## config.mk

```make
export PLATFORM = sky130hd
export DESIGN_NAME = wildcard_byte_pattern_search_unit
export DESIGN_NICKNAME = d
export VERILOG_FILES = /design/src/rtl/wbps_pkg.sv /design/src/rtl/wildcard_byte_pattern_search_unit.sv /design/src/rtl/wbps_ctrl.sv /design/src/rtl/wbps_dp.sv
export SDC_FILE = /design/constraint.sdc
export NUM_CORES = 1
export LEC_CHECK = 0
export BUFFER_PORTS_ARGS = -buffer_cell sky130_fd_sc_hd__buf_4
export CAP_MARGIN = 20
export CORE_MARGIN = 2
export CORE_UTILIZATION = 40
export CTS_CLUSTER_DIAMETER = 120
export DETAILED_ROUTE_END_ITERATION = 12
export SLEW_MARGIN = 10
export SYNTH_ARGS = -nofsm -noshare
export SYNTH_HDL_FRONTEND = slang
export SYNTH_SLANG_ARGS = --single-unit
export TNS_END_PERCENT = 20
```

## constraint.sdc

```tcl
create_clock -name aclk -period 13.6 [get_ports aclk]
set_input_delay 1.36 -clock aclk [delete_from_list [all_inputs] [get_ports aclk]]
set_output_delay 1.36 -clock aclk [all_outputs]
set_load 0.02 [all_outputs]
```

## src/rtl/wbps_pkg.sv

```systemverilog
// Shared types and constants of the wildcard byte pattern search unit.
package wbps_pkg;

    // Input item command codes.
    localparam logic CMD_LOAD = 1'b0;
    localparam logic CMD_DATA = 1'b1;

    // Result status codes.
    localparam logic STATUS_FOUND     = 1'b0;
    localparam logic STATUS_NOT_FOUND = 1'b1;

    // Configuration register indexes.
    localparam int CFG_IDX_W = 1;
    localparam logic [CFG_IDX_W-1:0] REG_PATTERN_LENGTH = 1'd0;
    localparam logic [CFG_IDX_W-1:0] REG_BASE_ADDRESS   = 1'd1;

    // Fixed field widths.
    localparam int LEN_W   = 7;
    localparam int INDEX_W = 6;
    localparam int BYTE_W  = 8;
    localparam int ADDR_W  = 64;

    // Commands from the controller to the datapath.
    typedef struct packed {
        logic load;       // write one pattern entry
        logic shift;      // advance the partial-match vector by one byte
        logic advance;    // step the byte offset
        logic clear;      // clear the scan state for the next region
        logic capture;    // load the result register
        logic found;      // result is a match (otherwise not found)
    } wbps_cmd_t;

    // Status from the datapath to the controller.
    typedef struct packed {
        logic hit;        // the current byte completes a full match
    } wbps_status_t;

endpackage

```

## src/rtl/wildcard_byte_pattern_search_unit.sv

```systemverilog
// Top level of the wildcard byte pattern search unit.
//
// This block scans a streamed byte region for the first place where a pattern of up to
// PATTERN_MAX bytes matches, where any pattern position may be a wildcard. Load items
// (s_cmd 0) write one pattern entry each; data items (s_cmd 1) carry one region byte, with
// s_data_last on the final byte. Every pattern position used by pattern_length must be
// loaded before a region is scanned. On the first full match the block returns status 0 and
// base_address plus the match start offset, then ignores the rest of the region; a region
// that ends without a match returns status 1 and address zero. The bank of per-position
// byte comparators and the partial-match shift vector handle one byte per cycle, so the
// unit sustains one item per cycle while it is not stalled. The input stalls only while a
// result sits in the output register and the consumer holds m_ready low.
// Configuration writes (index 0 pattern_length, index 1 base_address) take effect at once
// and are meant to be made only while no item is in flight.
module wildcard_byte_pattern_search_unit
    import wbps_pkg::*;
#(
    parameter int PATTERN_MAX = 64,
    parameter int OFFSET_BITS = 32
) (
    input  logic                 aclk,
    input  logic                 aresetn,
    // Configuration write port.
    input  logic                 cfg_we,
    input  logic [CFG_IDX_W-1:0] cfg_index,
    input  logic [ADDR_W-1:0]    cfg_wdata,
    // Input item channel.
    input  logic                 s_valid,
    output logic                 s_ready,
    input  logic                 s_cmd,
    input  logic [INDEX_W-1:0]   s_entry_index,
    input  logic [BYTE_W-1:0]    s_entry_value,
    input  logic                 s_entry_wildcard,
    input  logic [BYTE_W-1:0]    s_data_byte,
    input  logic                 s_data_last,
    // Result item channel.
    output logic                 m_valid,
    input  logic                 m_ready,
    output logic                 m_status,
    output logic [ADDR_W-1:0]    m_match_address
);

    wbps_cmd_t    dp_cmd;
    wbps_status_t dp_status;

    // The controller runs the handshakes and remembers whether the current region has
    // already produced its match, in which case later bytes are dropped until the last one.
    wbps_ctrl u_ctrl (
        .aclk        (aclk),
        .aresetn     (aresetn),
        .s_valid     (s_valid),
        .s_ready     (s_ready),
        .s_cmd       (s_cmd),
        .s_data_last (s_data_last),
        .m_valid     (m_valid),
        .m_ready     (m_ready),
        .dp_status   (dp_status),
        .dp_cmd      (dp_cmd)
    );

    // The datapath holds the pattern, the partial-match vector, the byte offset, the
    // configuration registers and the result register.
    wbps_dp #(
        .PATTERN_MAX (PATTERN_MAX),
        .OFFSET_BITS (OFFSET_BITS)
    ) u_dp (
        .aclk             (aclk),
        .aresetn          (aresetn),
        .cfg_we           (cfg_we),
        .cfg_index        (cfg_index),
        .cfg_wdata        (cfg_wdata),
        .s_entry_index    (s_entry_index),
        .s_entry_value    (s_entry_value),
        .s_entry_wildcard (s_entry_wildcard),
        .s_data_byte      (s_data_byte),
        .dp_cmd           (dp_cmd),
        .dp_status        (dp_status),
        .m_status         (m_status),
        .m_match_address  (m_match_address)
    );

endmodule

```

## src/rtl/wbps_ctrl.sv

```systemverilog
// Controller of the wildcard byte pattern search unit: handshakes and scan state.
module wbps_ctrl
    import wbps_pkg::*;
(
    input  logic         aclk,
    input  logic         aresetn,
    input  logic         s_valid,
    output logic         s_ready,
    input  logic         s_cmd,
    input  logic         s_data_last,
    output logic         m_valid,
    input  logic         m_ready,
    input  wbps_status_t dp_status,
    output wbps_cmd_t    dp_cmd
);

    typedef enum logic {
        ST_SCAN,
        ST_SKIP
    } state_t;

    state_t state_reg, state_next;
    logic   m_valid_reg, m_valid_next;
    logic   take_byte;

    assign s_ready   = !m_valid_reg || m_ready;
    assign m_valid   = m_valid_reg;
    assign take_byte = s_valid && s_ready && (s_cmd == CMD_DATA);

    always_comb begin
        state_next     = state_reg;
        m_valid_next   = m_valid_reg && !m_ready;
        dp_cmd         = '0;
        dp_cmd.load    = s_valid && s_ready && (s_cmd == CMD_LOAD);
        case (state_reg)
            ST_SCAN: begin
                if (take_byte) begin
                    dp_cmd.shift = 1'b1;
                    if (dp_status.hit) begin
                        dp_cmd.capture = 1'b1;
                        dp_cmd.found   = 1'b1;
                        m_valid_next   = 1'b1;
                        if (s_data_last) begin
                            dp_cmd.clear = 1'b1;
                        end else begin
                            state_next = ST_SKIP;
                        end
                    end else if (s_data_last) begin
                        dp_cmd.capture = 1'b1;
                        dp_cmd.clear   = 1'b1;
                        m_valid_next   = 1'b1;
                    end else begin
                        dp_cmd.advance = 1'b1;
                    end
                end
            end
            ST_SKIP: begin
                if (take_byte && s_data_last) begin
                    dp_cmd.clear = 1'b1;
                    state_next   = ST_SCAN;
                end
            end
            default: begin
                state_next = ST_SCAN;
            end
        endcase
    end

    always_ff @(posedge aclk) begin
        if (!aresetn) begin
            state_reg   <= ST_SCAN;
            m_valid_reg <= 1'b0;
        end else begin
            state_reg   <= state_next;
            m_valid_reg <= m_valid_next;
        end
    end

endmodule

```

## src/rtl/wbps_dp.sv

```systemverilog
// Datapath of the wildcard byte pattern search unit: pattern, match vector, offset, result.
module wbps_dp
    import wbps_pkg::*;
#(
    parameter int PATTERN_MAX = 64,
    parameter int OFFSET_BITS = 32
) (
    input  logic                 aclk,
    input  logic                 aresetn,
    input  logic                 cfg_we,
    input  logic [CFG_IDX_W-1:0] cfg_index,
    input  logic [ADDR_W-1:0]    cfg_wdata,
    input  logic [INDEX_W-1:0]   s_entry_index,
    input  logic [BYTE_W-1:0]    s_entry_value,
    input  logic                 s_entry_wildcard,
    input  logic [BYTE_W-1:0]    s_data_byte,
    input  wbps_cmd_t            dp_cmd,
    output wbps_status_t         dp_status,
    output logic                 m_status,
    output logic [ADDR_W-1:0]    m_match_address
);

    localparam int PTR_W = (PATTERN_MAX > 1) ? $clog2(PATTERN_MAX) : 1;

    // Pattern entries: undefined until loaded, compared in parallel every byte.
    logic [BYTE_W-1:0]      pat_value_reg [PATTERN_MAX];
    logic [PATTERN_MAX-1:0] pat_wild_reg;

    logic [PATTERN_MAX-1:0] pm_reg, pm_next;
    logic [OFFSET_BITS-1:0] offset_reg;
    logic [LEN_W-1:0]       len_reg;
    logic [ADDR_W-1:0]      base_reg;
    logic                   status_reg;
    logic [ADDR_W-1:0]      addr_reg;

    logic [PATTERN_MAX-1:0] eq;
    logic [PTR_W-1:0]       top;
    logic [OFFSET_BITS-1:0] start;
    logic [ADDR_W-1:0]      hit_addr;

    // Per-position byte comparators.
    always_comb begin
        for (int i = 0; i < PATTERN_MAX; i++) begin
            eq[i] = pat_wild_reg[i] || (pat_value_reg[i] == s_data_byte);
        end
    end

    assign pm_next = PATTERN_MAX'({pm_reg, 1'b1}) & eq;

    // Index of the last pattern position in use; length is clamped to 1..PATTERN_MAX.
    always_comb begin
        if (len_reg == '0) begin
            top = '0;
        end else if (int'(len_reg) > PATTERN_MAX) begin
            top = PTR_W'(PATTERN_MAX - 1);
        end else begin
            top = PTR_W'(int'(len_reg) - 1);
        end
    end

    assign dp_status.hit = pm_next[top];
    assign start         = offset_reg - OFFSET_BITS'(top);
    assign hit_addr      = base_reg + ADDR_W'(start);

    always_ff @(posedge aclk) begin
        if (dp_cmd.load && (int'(s_entry_index) < PATTERN_MAX)) begin
            pat_value_reg[PTR_W'(s_entry_index)] <= s_entry_value;
            pat_wild_reg[PTR_W'(s_entry_index)]  <= s_entry_wildcard;
        end
        if (dp_cmd.capture) begin
            status_reg <= dp_cmd.found ? STATUS_FOUND : STATUS_NOT_FOUND;
            addr_reg   <= dp_cmd.found ? hit_addr : '0;
        end
    end

    always_ff @(posedge aclk) begin
        if (!aresetn) begin
            pm_reg     <= '0;
            offset_reg <= '0;
            len_reg    <= LEN_W'(1);
            base_reg   <= '0;
        end else begin
            if (dp_cmd.clear) begin
                pm_reg     <= '0;
                offset_reg <= '0;
            end else begin
                if (dp_cmd.shift) begin
                    pm_reg <= pm_next;
                end
                if (dp_cmd.advance) begin
                    offset_reg <= offset_reg + OFFSET_BITS'(1);
                end
            end
            if (cfg_we) begin
                case (cfg_index)
                    REG_PATTERN_LENGTH: len_reg  <= cfg_wdata[LEN_W-1:0];
                    REG_BASE_ADDRESS:   base_reg <= cfg_wdata;
                    default:            ;
                endcase
            end
        end
    end

    assign m_status        = status_reg;
    assign m_match_address = addr_reg;

endmodule

```

==> results.json <==
{
  "status": "complete, no violations",
  "cp.required_ns": 14.07,
  "cts-htree-levels": 3,
  "grt_pass1_vias": 22900,
  "grt_antenna_before_repair": 0,
  "initial_core_util": 0.404,
  "synth_edf_count": 641,
  "cts_resized": 0,
  "synth_seq_area_share": 0.609,
  "clockRootBuffer": "clkbuf_16",
  "p_leak_nw": 14.3,
  "synthDistinctLibCells": 81,
  "hold_class": "reg2reg",
  "worstPathMaxFanout": 17,
  "vias": 23700,
  "viasPerCell": 5.30,
  "drtIter0Drc": 1784,
  "synth_cells": 3037,
  "drtAntennaViolNets": 0,
  "ys_async_sr_fraction": 0,
  "area_growth_syn_to_layout_pct": 13.4,
  "netlist_area_sq_mm": 0.0371,
  "ios": 162,
  "largest_reg_flops": 512,
  "die_x_microns": 309,
  "worstReg2RegStart": "u_dp.len_reg[0]",
  "syn-num-nets": 3175,
  "final.setup.tns_ns": 0,
  "setup_ws_ns": 6.27,
  "fmax_mhz": 136,
  "ys_ff_latch": 809,
  "synth_top_area_frac": 0.519,
  "grt_max_degree": 82,
  "rsz0062_at_grt": "no",
  "holdPathStages": 2,
  "r2r_cells": 25,
  "setup_viol": 0,
  "die-area_sq_mm": 0.0952,
  "end_kind": "flip-flop",
  "synth_area_leader_cell": "edfxtp_1",
  "reg2reg_setup_slack_ns": 6.27,
  "die_h_microns": 309,
  "drt_pass1_iterations": 5,
  "regArea_sq_mm": 0.0226,
  "grt_pass1_wl_microns": 143000,
  "period_share": 0.539,
  "dp_slack_ns": 6.43,
  "clkSlewWorstSetupHoldPaths_ns": 0.06,
  "yosys_most_used_dff": "edfxtp_1",
  "peakVddDrop_mv": 0.0882,
  "io_buffers": 161,
  "multi_input_area_sq_mm": 0.0135,
  "hold_path_end": "u_dp.pm_reg[39]",
  "power.density_mw_per_mm2": 134,
  "drive_above_1_share": 0.113,
  "yosysMostFrequentCell": "edfxtp_1",
  "cp.arrival_ns": 7.81,
  "r2r-end": "u_dp.m_match_address[46]",
  "drc": 0,
  "final_net_count": 3292,
  "min-delay-start": "u_dp.pm_reg[39]",
  "synth_area_leaders": "edfxtp_1 52%, xor2_1 11%, dfxtp_1 9.1%, nand2_1 3.1%, xnor2_1 2.9%",
  "worstMarginPinSlew_ns": 1.05,
  "skew_ns": 0.0353,
  "fillers": 8362,
  "cap_viol_max_count": 0,
  "yosysWarnings": 0,
  "grt_usage": 0.199,
  "avgRoutedWirePerCell_microns": 21.4,
  "ctsLongestPathBuffers": 3,
  "slew_viol_final": 0,
  "ys_top_cells_by_count": "641 x edfxtp_1, 466 x xor2_1, 309 x nand2_1, 198 x nor2_1, 193 x a21oi_1",
  "cts_setup_buffers": 0,
  "hold_viol": 0,
  "clk-insertion-delay-late_ns": 0.66,
  "wirelength_microns": 95600,
  "start_kind": "flip-flop",
  "core.rowCount": 111,
  "core_area_sq_mm": 0.0918,
  "postSynthAreaPerCell_sq_um": 12.2,
  "overflow": 0,
  "cts.sinks": 809,
  "period_needed_ns": 7.33,
  "cts_tree": "yes",
  "worstSetupPathType": "reg2reg",
  "dpl.hpwl_microns": 56500,
  "place_congestion": 0.843,
  "maxSlewHeadroom": 0.297,
  "holdBufCountCts": 0,
  "cts_buffers": 86
}
[metrics by stage]
stage	std cells	util	area (sq um)	power [mW]	hold WS [ns]
after CTS	4466	0.458	42000	5.68	0.450
after detailed placement	4307	0.427	39200	3.37	0.442
after global routing	4468	0.458	42100	5.83	0.468
after global placement	4307	0.427	39200	3.37	0.437
final	4470	0.458	42100	5.63	0.450
after floorplan	3037	-	37100	3.18	0.432
[per-layer routing]
metal / track usage / vias up / wire length [microns]
li1: - / 11100 / -
met1: 0.273 / 11700 / 42500
met2: 0.330 / 716 / 45400
met3: 0.0324 / 131 / 5630
met4: 0.0515 / 0 / 2060
met5: 0 / - / 0
[cells by family (layout without fill, tap and decap cells)]
kind of cell | Yosys count | in the layout | synth area share
DFF | 809 | 809 | 0.609
AOI/OAI and AO/OA | 436 | 436 | 0.0750
other | 0 | 2 | 0
xor gates and xnor gates | 588 | 588 | 0.139
muxes | 24 | 24 | 0.00658
adders and majority gates | 43 | 43 | 0.0149
and+or+nand+nor | 942 | 942 | 0.128
buffers and inverters | 195 | 383 | 0.0275
[worst max path at each step]
stage / start / endpoint / slack [ns]
6_report: u_dp.len_reg[0] / u_dp.m_match_address[46] / 6.27
3_3_place_gp: u_dp.len_reg[0] / u_dp.m_match_address[46] / 6.59
5_1_grt: u_dp.len_reg[0] / u_dp.m_match_address[46] / 5.67
4_1_cts: u_dp.len_reg[0] / u_dp.m_match_address[46] / 6.35
3_5_place_dp: u_dp.len_reg[0] / u_dp.m_match_address[46] / 6.43
2_1_floorplan: u_dp.len_reg[0] / u_dp.m_match_address[42] / 7.48
[worst max-delay path: stages, from the launching register on]
cell       delay (ns)
dfxtp_1          0.45
inv_1            0.12
ha_1             0.24
nor3b_4          0.20
a31oi_2          0.45
o21ai_4          0.26
inv_2            0.28
ha_1             0.24
nor2b_1          0.05
o21ai_0          0.22
a21boi_1         0.14
o21a_1           0.20
o21ai_1          0.25
nand4_1          0.28
or4_1            0.62
or4_1            0.57
nor3_1           0.20
xor2_1           0.10
ha_1             0.40
nand2_1          0.12
a2111oi_2        0.38
o211ai_1         0.19
buf_4            0.21
and2_1           0.26
or4_1            0.52
a21oi_1          0.15
[layout make-up]
| type | instances | share of cell area |
|---|---|---|
| antenna | 2 | 0.000119 |
| clock buffer | 120 | 0.0558 |
| clock inverter | 39 | 0.0105 |
| inverter | 29 | 0.00259 |
| multi-input combinational | 2033 | 0.321 |
| sequential | 809 | 0.537 |
| tap | 1243 | 0.0370 |
| timing repair buffer | 195 | 0.0353 |
[placed cells by master (no fill, tap or decap), types with 9 or more instances in the layout]
cell type / instances
edfxtp_1: 641
xor2_1: 466
nand2_1: 306
nor2_1: 198
buf_4: 194
a21oi_1: 193
dfxtp_1: 168
xnor2_1: 122
nor4_1: 116
clkbuf_16: 86
a21boi_0: 67
nor2b_1: 60
nand3_1: 43
nor3_1: 42
ha_1: 41
nand4_1: 40
o21ai_0: 36
clkbuf_1: 27
inv_1: 25
a21o_1: 24
mux2i_1: 21
nand4b_1: 20
nand2b_1: 17
o41ai_1: 17
and3_1: 13
clkinv_1: 13
and2_1: 12
clkinv_2: 12
nand3b_1: 11
or4_1: 10
a211oi_1: 10
o22ai_1: 10
a22oi_1: 9
nor4_2: 9
[report_power, final]
group | internal, mW | switching (mW)
logic | 0.207 | 0.403
registers | 2.69 | 0.0169
clock network | 1.35 | 0.967
total | 4.25 | 1.39
No activity file was read; power rests on OpenSTA's default activity.
